File: config.mk
export PLATFORM = sky130hd
export DESIGN_NAME = reader_writer_admission_table_flat
export DESIGN_NICKNAME = d
export VERILOG_FILES = /design/src/sv/rwat_pkg.sv /design/src/sv/rwat_channels.sv /design/src/sv/rwat_slots.sv /design/src/sv/rwat_match.sv /design/src/sv/reader_writer_admission_table.sv /design/src/flat_wrapper.sv
export SDC_FILE = /design/constraint.sdc
export NUM_CORES = 1
export LEC_CHECK = 0
export BUFFER_PORTS_ARGS = -buffer_cell sky130_fd_sc_hd__buf_2
export CAP_MARGIN = 20
export CORE_MARGIN = 8
export CORE_UTILIZATION = 45
export CTS_CLUSTER_DIAMETER = 40
export DETAILED_ROUTE_END_ITERATION = 6
export GPL_TIMING_DRIVEN = 1
export HOLD_SLACK_MARGIN = 0.06
export REMOVE_ABC_BUFFERS = 1
export SLEW_MARGIN = 25
export SYNTH_ARGS = -nofsm -noshare
export SYNTH_HDL_FRONTEND = slang
export SYNTH_SLANG_ARGS = --single-unit
File: constraint.sdc
create_clock -name clock -period 6.2 [get_ports clock]
set_input_delay 0.31 -clock clock [delete_from_list [all_inputs] [get_ports clock]]
set_output_delay 0.31 -clock clock [all_outputs]
set_load 0.005 [all_outputs]
File: src/sv/rwat_pkg.sv
`timescale 1ns / 1ps

package rwat_pkg;

   localparam int TABLE_DEPTH = 16;
   localparam int IDX_W       = $clog2(TABLE_DEPTH);
   localparam int CNT_W       = $clog2(TABLE_DEPTH + 1);

   localparam int OBJ_W   = 8;
   localparam int KIND_W  = 2;
   localparam int OWNER_W = 8;
   localparam int LIMIT_W = 5;
   localparam int COUNT_W = 5;

   localparam int CSR_DATA_W = 32;
   localparam int CSR_ADDR_W = 3;

   localparam logic [LIMIT_W-1:0] MAX_ACTIVE_RESET = LIMIT_W'(16);

   // Word index of the limit register in the register map.
   localparam logic REG_MAX_ACTIVE = 1'b0;

   localparam logic OP_ACQUIRE = 1'b0;
   localparam logic OP_RELEASE = 1'b1;

   localparam logic [KIND_W-1:0] KIND_READ = '0;

   typedef enum logic [1:0] {
      STATUS_OK        = 2'd0,
      STATUS_FULL      = 2'd1,
      STATUS_CONFLICT  = 2'd2,
      STATUS_NOT_FOUND = 2'd3
   } status_type;

   typedef struct packed {
      logic               valid;
      logic [OBJ_W-1:0]   object;
      logic [KIND_W-1:0]  kind;
      logic [OWNER_W-1:0] owner;
   } slot_entry_type;

   typedef struct packed {
      logic               set;
      logic               clear;
      logic [IDX_W-1:0]   index;
      logic [OBJ_W-1:0]   object;
      logic [KIND_W-1:0]  kind;
      logic [OWNER_W-1:0] owner;
   } slot_write_type;

   typedef struct packed {
      logic free;
      logic exact;
      logic conflict;
      logic identical;
   } match_type;

endpackage

File: src/sv/rwat_channels.sv
`timescale 1ns / 1ps

interface rwat_req_if;
   import rwat_pkg::*;

   logic               valid;
   logic               ready;
   logic               operation;
   logic [OBJ_W-1:0]   object_id;
   logic [KIND_W-1:0]  access_kind;
   logic [OWNER_W-1:0] requester;

   modport source (output valid, output operation, output object_id,
                   output access_kind, output requester, input ready);
   modport sink   (input valid, input operation, input object_id,
                   input access_kind, input requester, output ready);
endinterface

interface rwat_rsp_if;
   import rwat_pkg::*;

   logic               valid;
   logic               ready;
   logic               granted;
   logic [1:0]         status;
   logic [COUNT_W-1:0] active_count;

   modport source (output valid, output granted, output status,
                   output active_count, input ready);
   modport sink   (input valid, input granted, input status,
                   input active_count, output ready);
endinterface

File: src/sv/rwat_slots.sv
`timescale 1ns / 1ps

module rwat_slots (
   input  logic                    clock,
   input  logic                    reset,
   input  logic                    rd_en,
   input  logic [rwat_pkg::IDX_W-1:0] rd_addr,
   output rwat_pkg::slot_entry_type rd_entry,
   input  rwat_pkg::slot_write_type wr
);
   import rwat_pkg::*;

   logic [OBJ_W-1:0]   obj_mem   [TABLE_DEPTH];
   logic [KIND_W-1:0]  kind_mem  [TABLE_DEPTH];
   logic [OWNER_W-1:0] owner_mem [TABLE_DEPTH];

   logic [TABLE_DEPTH-1:0] valid_ff;
   slot_entry_type         rd_entry_ff;

   always_ff @(posedge clock) begin
      if (wr.set) begin
         obj_mem[wr.index]   <= wr.object;
         kind_mem[wr.index]  <= wr.kind;
         owner_mem[wr.index] <= wr.owner;
      end
      if (rd_en) begin
         rd_entry_ff.valid  <= valid_ff[rd_addr];
         rd_entry_ff.object <= obj_mem[rd_addr];
         rd_entry_ff.kind   <= kind_mem[rd_addr];
         rd_entry_ff.owner  <= owner_mem[rd_addr];
      end
   end

   // Occupancy flags live in flops so that reset empties the table at once.
   always_ff @(posedge clock) begin
      if (reset) begin
         valid_ff <= '0;
      end else if (wr.set) begin
         valid_ff[wr.index] <= 1'b1;
      end else if (wr.clear) begin
         valid_ff[wr.index] <= 1'b0;
      end
   end

   assign rd_entry = rd_entry_ff;

endmodule

File: src/sv/rwat_match.sv
`timescale 1ns / 1ps

module rwat_match (
   input  rwat_pkg::slot_entry_type   entry,
   input  logic [rwat_pkg::OBJ_W-1:0]   object_id,
   input  logic [rwat_pkg::KIND_W-1:0]  access_kind,
   input  logic [rwat_pkg::OWNER_W-1:0] requester,
   output rwat_pkg::match_type        result
);
   import rwat_pkg::*;

   logic same_obj;
   logic both_read;

   assign same_obj  = entry.valid && (entry.object == object_id);
   assign both_read = (access_kind == KIND_READ) && (entry.kind == KIND_READ);

   always_comb begin
      result.free      = !entry.valid;
      result.exact     = same_obj && (entry.kind == access_kind) &&
                         (entry.owner == requester);
      // Two reads of one object share it; any write on it excludes the rest.
      result.conflict  = same_obj && !both_read;
      result.identical = same_obj && both_read && (entry.owner == requester);
   end

endmodule

File: src/sv/reader_writer_admission_table.sv
`timescale 1ns / 1ps
// Reader/writer admission table.
// Requests arrive as beats on req_bus (acquire or release of an object by a
// requester); each request yields exactly one response beat on rsp_bus with
// granted, status and the number of active entries afterwards.
// The limit on active entries is the max_active register at byte address 0
// of the csr_ port; writes to it take effect for the next request.
// An acquire that finds the limit or the table full skips the scan and goes
// straight to the final step. Every other request scans all table slots
// through one compare unit, one slot per cycle, behind the registered read
// of the slot memory. req_bus.ready is high only while no request is in work,
// so a new request is taken only once the last one has left the final step.
// The response sits in an output register; a new request is taken while it
// waits, and the next response waits in the final step until rsp_bus.ready
// frees that register.
// Reset empties the table, sets the count to zero, restores the limit to 16
// and drops any pending response.
module reader_writer_admission_table (
   input  logic                          clock,
   input  logic                          reset,
   rwat_req_if.sink                      req_bus,
   rwat_rsp_if.source                    rsp_bus,
   input  logic                          csr_psel,
   input  logic                          csr_penable,
   input  logic                          csr_pwrite,
   input  logic [rwat_pkg::CSR_ADDR_W-1:0] csr_paddr,
   input  logic [rwat_pkg::CSR_DATA_W-1:0] csr_pwdata,
   output logic [rwat_pkg::CSR_DATA_W-1:0] csr_prdata,
   output logic                          csr_pready
);
   import rwat_pkg::*;

   localparam int CMP_W = (CNT_W > LIMIT_W) ? CNT_W : LIMIT_W;
   localparam logic [IDX_W-1:0] LAST_IDX = IDX_W'(TABLE_DEPTH - 1);

   typedef enum logic [1:0] {
      S_IDLE,
      S_SCAN,
      S_FINISH
   } state_type;

   state_type          state_ff, state_in;
   logic               op_ff, op_in;
   logic [OBJ_W-1:0]   obj_ff, obj_in;
   logic [KIND_W-1:0]  kind_ff, kind_in;
   logic [OWNER_W-1:0] who_ff, who_in;
   logic               full_ff, full_in;
   logic [IDX_W-1:0]   scan_idx_ff, scan_idx_in;
   logic               issue_done_ff, issue_done_in;
   logic               cmp_vld_ff, cmp_vld_in;
   logic               cmp_last_ff, cmp_last_in;
   logic [IDX_W-1:0]   cmp_idx_ff, cmp_idx_in;
   logic               conflict_ff, conflict_in;
   logic               identical_ff, identical_in;
   logic               free_found_ff, free_found_in;
   logic [IDX_W-1:0]   free_idx_ff, free_idx_in;
   logic               hit_found_ff, hit_found_in;
   logic [IDX_W-1:0]   hit_idx_ff, hit_idx_in;
   logic [CNT_W-1:0]   used_ff, used_in;
   logic [LIMIT_W-1:0] max_active_ff, max_active_in;
   logic               rsp_valid_ff, rsp_valid_in;
   logic               granted_ff, granted_in;
   status_type         status_ff, status_in;
   logic [COUNT_W-1:0] active_ff, active_in;

   logic           accept;
   logic           table_full;
   logic           rd_en;
   slot_entry_type rd_entry;
   slot_write_type wr;
   match_type      match;
   logic           csr_write;

   rwat_slots u_slots (
      .clock    (clock),
      .reset    (reset),
      .rd_en    (rd_en),
      .rd_addr  (scan_idx_ff),
      .rd_entry (rd_entry),
      .wr       (wr)
   );

   rwat_match u_match (
      .entry       (rd_entry),
      .object_id   (obj_ff),
      .access_kind (kind_ff),
      .requester   (who_ff),
      .result      (match)
   );

   assign req_bus.ready = (state_ff == S_IDLE);
   assign accept        = req_bus.valid && req_bus.ready;

   assign table_full = (CMP_W'(used_ff) >= CMP_W'(max_active_ff)) ||
                       (used_ff >= CNT_W'(TABLE_DEPTH));

   assign csr_pready = 1'b1;
   assign csr_write  = csr_psel && csr_penable && csr_pwrite &&
                       (csr_paddr[CSR_ADDR_W-1] == REG_MAX_ACTIVE);
   assign csr_prdata = (csr_paddr[CSR_ADDR_W-1] == REG_MAX_ACTIVE) ?
                       CSR_DATA_W'(max_active_ff) : '0;

   always_comb begin
      state_in      = state_ff;
      op_in         = op_ff;
      obj_in        = obj_ff;
      kind_in       = kind_ff;
      who_in        = who_ff;
      full_in       = full_ff;
      scan_idx_in   = scan_idx_ff;
      issue_done_in = issue_done_ff;
      cmp_idx_in    = scan_idx_ff;
      conflict_in   = conflict_ff;
      identical_in  = identical_ff;
      free_found_in = free_found_ff;
      free_idx_in   = free_idx_ff;
      hit_found_in  = hit_found_ff;
      hit_idx_in    = hit_idx_ff;
      used_in       = used_ff;
      max_active_in = max_active_ff;
      rsp_valid_in  = rsp_valid_ff;
      granted_in    = granted_ff;
      status_in     = status_ff;
      active_in     = active_ff;
      rd_en         = 1'b0;
      wr            = '0;

      if (csr_write) begin
         max_active_in = csr_pwdata[LIMIT_W-1:0];
      end

      if (rsp_valid_ff && rsp_bus.ready) begin
         rsp_valid_in = 1'b0;
      end

      unique case (state_ff)
         S_IDLE: begin
            if (accept) begin
               op_in         = req_bus.operation;
               obj_in        = req_bus.object_id;
               kind_in       = req_bus.access_kind;
               who_in        = req_bus.requester;
               full_in       = (req_bus.operation == OP_ACQUIRE) && table_full;
               scan_idx_in   = '0;
               issue_done_in = 1'b0;
               conflict_in   = 1'b0;
               identical_in  = 1'b0;
               free_found_in = 1'b0;
               hit_found_in  = 1'b0;
               state_in      = full_in ? S_FINISH : S_SCAN;
            end
         end
         S_SCAN: begin
            if (!issue_done_ff) begin
               rd_en       = 1'b1;
               scan_idx_in = scan_idx_ff + 1'b1;
               if (scan_idx_ff == LAST_IDX) begin
                  issue_done_in = 1'b1;
               end
            end
            // Slot data returns in the cycle after its read was issued.
            if (cmp_vld_ff) begin
               if (match.exact && !hit_found_ff) begin
                  hit_found_in = 1'b1;
                  hit_idx_in   = cmp_idx_ff;
               end
               if (match.conflict) begin
                  conflict_in = 1'b1;
               end
               if (match.identical) begin
                  identical_in = 1'b1;
               end
               if (match.free && !free_found_ff) begin
                  free_found_in = 1'b1;
                  free_idx_in   = cmp_idx_ff;
               end
               if (cmp_last_ff) begin
                  state_in = S_FINISH;
               end
            end
         end
         S_FINISH: begin
            if (!rsp_valid_ff || rsp_bus.ready) begin
               rsp_valid_in = 1'b1;
               state_in     = S_IDLE;
               if (op_ff == OP_RELEASE) begin
                  if (hit_found_ff) begin
                     granted_in = 1'b1;
                     status_in  = STATUS_OK;
                     wr.clear   = 1'b1;
                     wr.index   = hit_idx_ff;
                     used_in    = used_ff - 1'b1;
                  end else begin
                     granted_in = 1'b0;
                     status_in  = STATUS_NOT_FOUND;
                  end
               end else if (full_ff) begin
                  granted_in = 1'b0;
                  status_in  = STATUS_FULL;
               end else if (conflict_ff) begin
                  granted_in = 1'b0;
                  status_in  = STATUS_CONFLICT;
               end else begin
                  granted_in = 1'b1;
                  status_in  = STATUS_OK;
                  // A read already held by the same requester is not stored twice.
                  if (!identical_ff && free_found_ff) begin
                     wr.set    = 1'b1;
                     wr.index  = free_idx_ff;
                     wr.object = obj_ff;
                     wr.kind   = kind_ff;
                     wr.owner  = who_ff;
                     used_in   = used_ff + 1'b1;
                  end
               end
               active_in = COUNT_W'(used_in);
            end
         end
         default: begin
            state_in = S_IDLE;
         end
      endcase

      cmp_vld_in  = rd_en;
      cmp_last_in = rd_en && (scan_idx_ff == LAST_IDX);
   end

   always_ff @(posedge clock) begin
      if (reset) begin
         state_ff      <= S_IDLE;
         issue_done_ff <= 1'b0;
         cmp_vld_ff    <= 1'b0;
         cmp_last_ff   <= 1'b0;
         used_ff       <= '0;
         max_active_ff <= MAX_ACTIVE_RESET;
         rsp_valid_ff  <= 1'b0;
      end else begin
         state_ff      <= state_in;
         issue_done_ff <= issue_done_in;
         cmp_vld_ff    <= cmp_vld_in;
         cmp_last_ff   <= cmp_last_in;
         used_ff       <= used_in;
         max_active_ff <= max_active_in;
         rsp_valid_ff  <= rsp_valid_in;
      end
      op_ff         <= op_in;
      obj_ff        <= obj_in;
      kind_ff       <= kind_in;
      who_ff        <= who_in;
      full_ff       <= full_in;
      scan_idx_ff   <= scan_idx_in;
      cmp_idx_ff    <= cmp_idx_in;
      conflict_ff   <= conflict_in;
      identical_ff  <= identical_in;
      free_found_ff <= free_found_in;
      free_idx_ff   <= free_idx_in;
      hit_found_ff  <= hit_found_in;
      hit_idx_ff    <= hit_idx_in;
      granted_ff    <= granted_in;
      status_ff     <= status_in;
      active_ff     <= active_in;
   end

   assign rsp_bus.valid        = rsp_valid_ff;
   assign rsp_bus.granted      = granted_ff;
   assign rsp_bus.status       = status_ff;
   assign rsp_bus.active_count = active_ff;

endmodule

File: src/flat_wrapper.sv
// flat-port wrapper written by rule: the top's interface ports become plain ports
module reader_writer_admission_table_flat import rwat_pkg::*;
  (clock, reset, csr_psel, csr_penable, csr_pwrite, csr_paddr, csr_pwdata, csr_prdata, csr_pready, req_bus_valid, req_bus_operation, req_bus_object_id, req_bus_access_kind, req_bus_requester, req_bus_ready, rsp_bus_valid, rsp_bus_granted, rsp_bus_status, rsp_bus_active_count, rsp_bus_ready);
  rwat_req_if req_bus_i ();
  rwat_rsp_if rsp_bus_i ();
  input  logic clock;
  input  logic reset;
  input  logic csr_psel;
  input  logic csr_penable;
  input  logic csr_pwrite;
  input  logic [rwat_pkg::CSR_ADDR_W-1:0] csr_paddr;
  input  logic [rwat_pkg::CSR_DATA_W-1:0] csr_pwdata;
  output logic [rwat_pkg::CSR_DATA_W-1:0] csr_prdata;
  output logic csr_pready;
  input wire logic [$bits(req_bus_i.valid)-1:0] req_bus_valid;
  input wire logic [$bits(req_bus_i.operation)-1:0] req_bus_operation;
  input wire logic [$bits(req_bus_i.object_id)-1:0] req_bus_object_id;
  input wire logic [$bits(req_bus_i.access_kind)-1:0] req_bus_access_kind;
  input wire logic [$bits(req_bus_i.requester)-1:0] req_bus_requester;
  output wire logic [$bits(req_bus_i.ready)-1:0] req_bus_ready;
  output wire logic [$bits(rsp_bus_i.valid)-1:0] rsp_bus_valid;
  output wire logic [$bits(rsp_bus_i.granted)-1:0] rsp_bus_granted;
  output wire logic [$bits(rsp_bus_i.status)-1:0] rsp_bus_status;
  output wire logic [$bits(rsp_bus_i.active_count)-1:0] rsp_bus_active_count;
  input wire logic [$bits(rsp_bus_i.ready)-1:0] rsp_bus_ready;
  assign req_bus_i.valid = req_bus_valid;
  assign req_bus_i.operation = req_bus_operation;
  assign req_bus_i.object_id = req_bus_object_id;
  assign req_bus_i.access_kind = req_bus_access_kind;
  assign req_bus_i.requester = req_bus_requester;
  assign req_bus_ready = req_bus_i.ready;
  assign rsp_bus_valid = rsp_bus_i.valid;
  assign rsp_bus_granted = rsp_bus_i.granted;
  assign rsp_bus_status = rsp_bus_i.status;
  assign rsp_bus_active_count = rsp_bus_i.active_count;
  assign rsp_bus_i.ready = rsp_bus_ready;
  reader_writer_admission_table u_core (.clock(clock), .reset(reset), .req_bus(req_bus_i), .rsp_bus(rsp_bus_i), .csr_psel(csr_psel), .csr_penable(csr_penable), .csr_pwrite(csr_pwrite), .csr_paddr(csr_paddr), .csr_pwdata(csr_pwdata), .csr_prdata(csr_prdata), .csr_pready(csr_pready));
endmodule
==> results by group <==
Routing
  – Routed len/inst: around 23 µm
  – WL final: about 34000 µm
  – First-pass detailed-route iteration total: 5
  – DRC viols: 0
  – Vias per inst: 5.46
  – Vias: 8064
  – DRT antenna net count: 0
  – DRT iter0 DRCs: between 500 and 600

Place
  – Pre-CTS setup slack: 3.15 ns
  – Routability-driven placement congestion ratio: about 0.74
  – # port buffers: 46
  – DP HPWL: 17700 µm

Min path
  – Worst hold path type: primary input to register

Clock tree
  – PostCTS Resize Cnt: 0
  – CTS tree: yes
  – CTS Buf Count: 50
  – Sink Count: 387
  – Max Root-Sink Buffers: 3
  – Clock transition at the registers of the reported paths: 0.06 ns
  – Htree depth: 2
  – Clk root buf: clkbuf_16
  – Clk_lat worst skew: 0.56 ns

Timing
  – Period utilization: 49.2%
  – Final Skew: about 0.017 ns
  – Hold Fails Final Rpt: 0
  – Period minus WS final: a little over 3 ns
  – Fin Setup TNS: 0 ns
  – Fmax: 328 MHz
  – Final setup violation count: 0
  – Worst slew margin: a little under half
  – Final Max Tran Viols: 0
  – Tightest Pin Transition: between 0.7 and 0.8 ns
  – RSZ-0062 raised after global routing: false
  – Final hold slack: 0.145 ns
  – Worst setup margin: between 3 and 4 ns

Layout
  – Commonest cells after routing, fill and taps aside: edfxtp_1, mux4_2, clkbuf_16
  – Fillers: 2753
  – Most common cell after layout, fill and taps aside: edfxtp_1
  – # diodes: 0
  – Final Core Density: between 50% and 60%
  – Layout cells sized above 1: 24.5%
  – Final-stage net count: 1053
  – Area growth syn-to-layout: 17.1%

Yosys
  – Syn Inst Count: 885
  – Avg Synthesized Cell Area: 17.6 µm²
  – Mapped cell area: 15600 µm²
  – Syn. warnings: 0
  – Sequential share of the synthesized area: 72.2%
  – Async SR Flop Fraction: 0%
  – Top_reg_cell synth: edfxtp_1
  – Seq cells post-synth: 387
  – Synth cell types: just under 60
  – Number of synthesized flops with an enable pin: 351

Floorplan
  – Die Footprint: 40900 µm²
  – Ports: 104
  – Initial core utilization: 45.4%
  – FP Rows: 68
  – Die Span Y: 202 µm
  – Core Box Area: 34400 µm²
  – Die width: 202 µm

Global routing
  – Largest net degree at the start of global routing: 81
  – First-pass GRT wire length: approximately 51000 µm
  – Number of global-route vias before repair: between 8000 and 9000
  – GRT Total Usage: 16.5%
  – Initial antenna violation count: 0
  – GR Overflow Total: 0

Setup path
  – Max FO, Critical Path: 18
  – WP data required: 6.41 ns
  – Arrival @ worst endpoint: between 3 and 4 ns
  – Worst setup path category: register to register
  – Crit path capture type: register
  – Startpoint types: register

Outcome
  – Status: finished clean

Pwr
  – Power Density: 338 nW/µm²
  – P_leak: 6.75 nW
  – Worst vdd ir: 0.265 mV

Run
  – Max_cap viols: 0
[logic make-up (layout without fill, tap and decap cells)]
logic type / Yosys count / in the layout / synth area share [%]
other: 2 / 28 / 0.0482
AO/OA/AOI/OAI: 111 / 111 / 4.49
buffers and inverters: 85 / 197 / 2.93
XOR/XNOR: 27 / 27 / 1.52
AND/OR/NAND/NOR: 166 / 166 / 5.68
adder cells (fa/ha/maj): 8 / 8 / 0.642
multiplexers: 99 / 99 / 12.5
flip-flops: 387 / 387 / 72.2
[per-layer routing]
metal | vias up | share of wire (%) | track usage, %
met5 | - | 0 | 0
met4 | 0 | 2.3 | 5.02
met3 | 60 | 5.9 | 2.98
met2 | 240 | 48 | 26.5
met1 | 4111 | 44 | 22.6
li1 | 3653 | - | -
[power by group]
part           internal [W]  switching, W
combinational      0.000140      0.000224
clock               0.00178       0.00114
sequential          0.00286     0.0000260
[layout make-up]
class	instances	area, µm²	area share, %
Clock inverter	37	414	2.27
Multi-Input combinational cell	439	4010	22.0
Clock buffer	54	1290	7.05
Tap cell	455	569	3.12
Sequential cell	387	11300	61.7
Inverter	13	48.8	0.267
Timing Repair Buffer	93	659	3.61
[sequential cells by signal, indices dropped and copies added, names as in the netlist, 2 cells and up, named ones only]
name,cells
u_core.cmp_idx_ff,4
u_core.cmp_idx_in,4
u_core.free_idx_ff,4
u_core.hit_idx_ff,4
u_core.kind_ff,2
u_core.max_active_ff,5
u_core.obj_ff,8
u_core.rsp_bus.active_count,5
u_core.rsp_bus.status,2
u_core.state_ff,2
u_core.u_slots.kind_mem,32
u_core.u_slots.obj_mem,128
u_core.u_slots.owner_mem,128
u_core.u_slots.rd_entry,19
u_core.used_ff,5
u_core.who_ff,8
[worst paths after layout]
check                                                     end  cells after the start  slack (ns)            startpoint
worst max-delay path            u_core.u_slots.obj_mem[14][6]                      5        3.15          u_core.op_ff
worst min-delay path                       u_core.state_ff[0]                      3        0.14         req_bus_valid
worst max register to register  u_core.u_slots.obj_mem[14][6]                      5        3.15          u_core.op_ff
worst min register to register           u_core.hit_idx_ff[0]                      0        0.43  u_core.cmp_idx_ff[0]
[worst max-delay path, cell delays in order, from the launching register on]
cell and delay [ns]:
edfxtp_1 0.51, nor3_4 0.48, nand4_1 0.57, or3_1 0.64
nor2_2 0.12, buf_4 0.39
[synthesized netlist by cell type (2+ instances only)]
library cell | n | area, µm²
a211oi_1 | 19 | 143
mux4_2 | 76 | 1710
o21ai_1 | 2 | 10.0
xnor2_1 | 22 | 193
nand4_1 | 6 | 37.5
dfxtp_1 | 36 | 721
a31o_2 | 2 | 17.5
xor2_1 | 5 | 43.8
o41ai_1 | 3 | 26.3
inv_1 | 11 | 41.3
and2_1 | 19 | 119
nor4_1 | 3 | 18.8
o21ai_0 | 17 | 85.1
a21oi_1 | 42 | 210
nor3_1 | 8 | 40.0
o31ai_1 | 3 | 22.5
o211ai_1 | 9 | 67.6
buf_2 | 11 | 55.1
buf_1 | 2 | 7.51
or3_1 | 12 | 75.1
or4_1 | 2 | 15.0
buf_4 | 28 | 210
a32oi_1 | 2 | 17.5
conb_1 | 2 | 7.51
ha_1 | 8 | 100
nand2b_1 | 7 | 43.8
a32o_1 | 2 | 20.0
nand3_1 | 14 | 70.1
nand4b_1 | 2 | 17.5
nor2_1 | 39 | 146
nor2b_1 | 21 | 131
clkbuf_1 | 29 | 109
nand2_1 | 23 | 86.3
edfxtp_1 | 351 | 10500
a21o_1 | 2 | 15.0
mux2i_1 | 23 | 230
[timing repair]
item / in CTS / in global routing
hold endpoints to repair: 24 / 0
hold buffers: 24 / 0
buffers inserted: 0 / 0
[through the flow]
| stage | total power [W] | instances | cell area, µm² |
|---|---|---|---|
| 2_1_floorplan | 0.00319 | 839 | 15300 |
| 3_3_place_gp | 0.00330 | 1363 | 16300 |
| 3_5_place_dp | 0.00330 | 1363 | 16300 |
| 4_1_cts | 0.00623 | 1478 | 18200 |
| 5_1_grt | 0.00637 | 1478 | 18300 |
| 6_report | 0.00617 | 1478 | 18300 |
No activity file was read; power rests on OpenSTA's default activity.
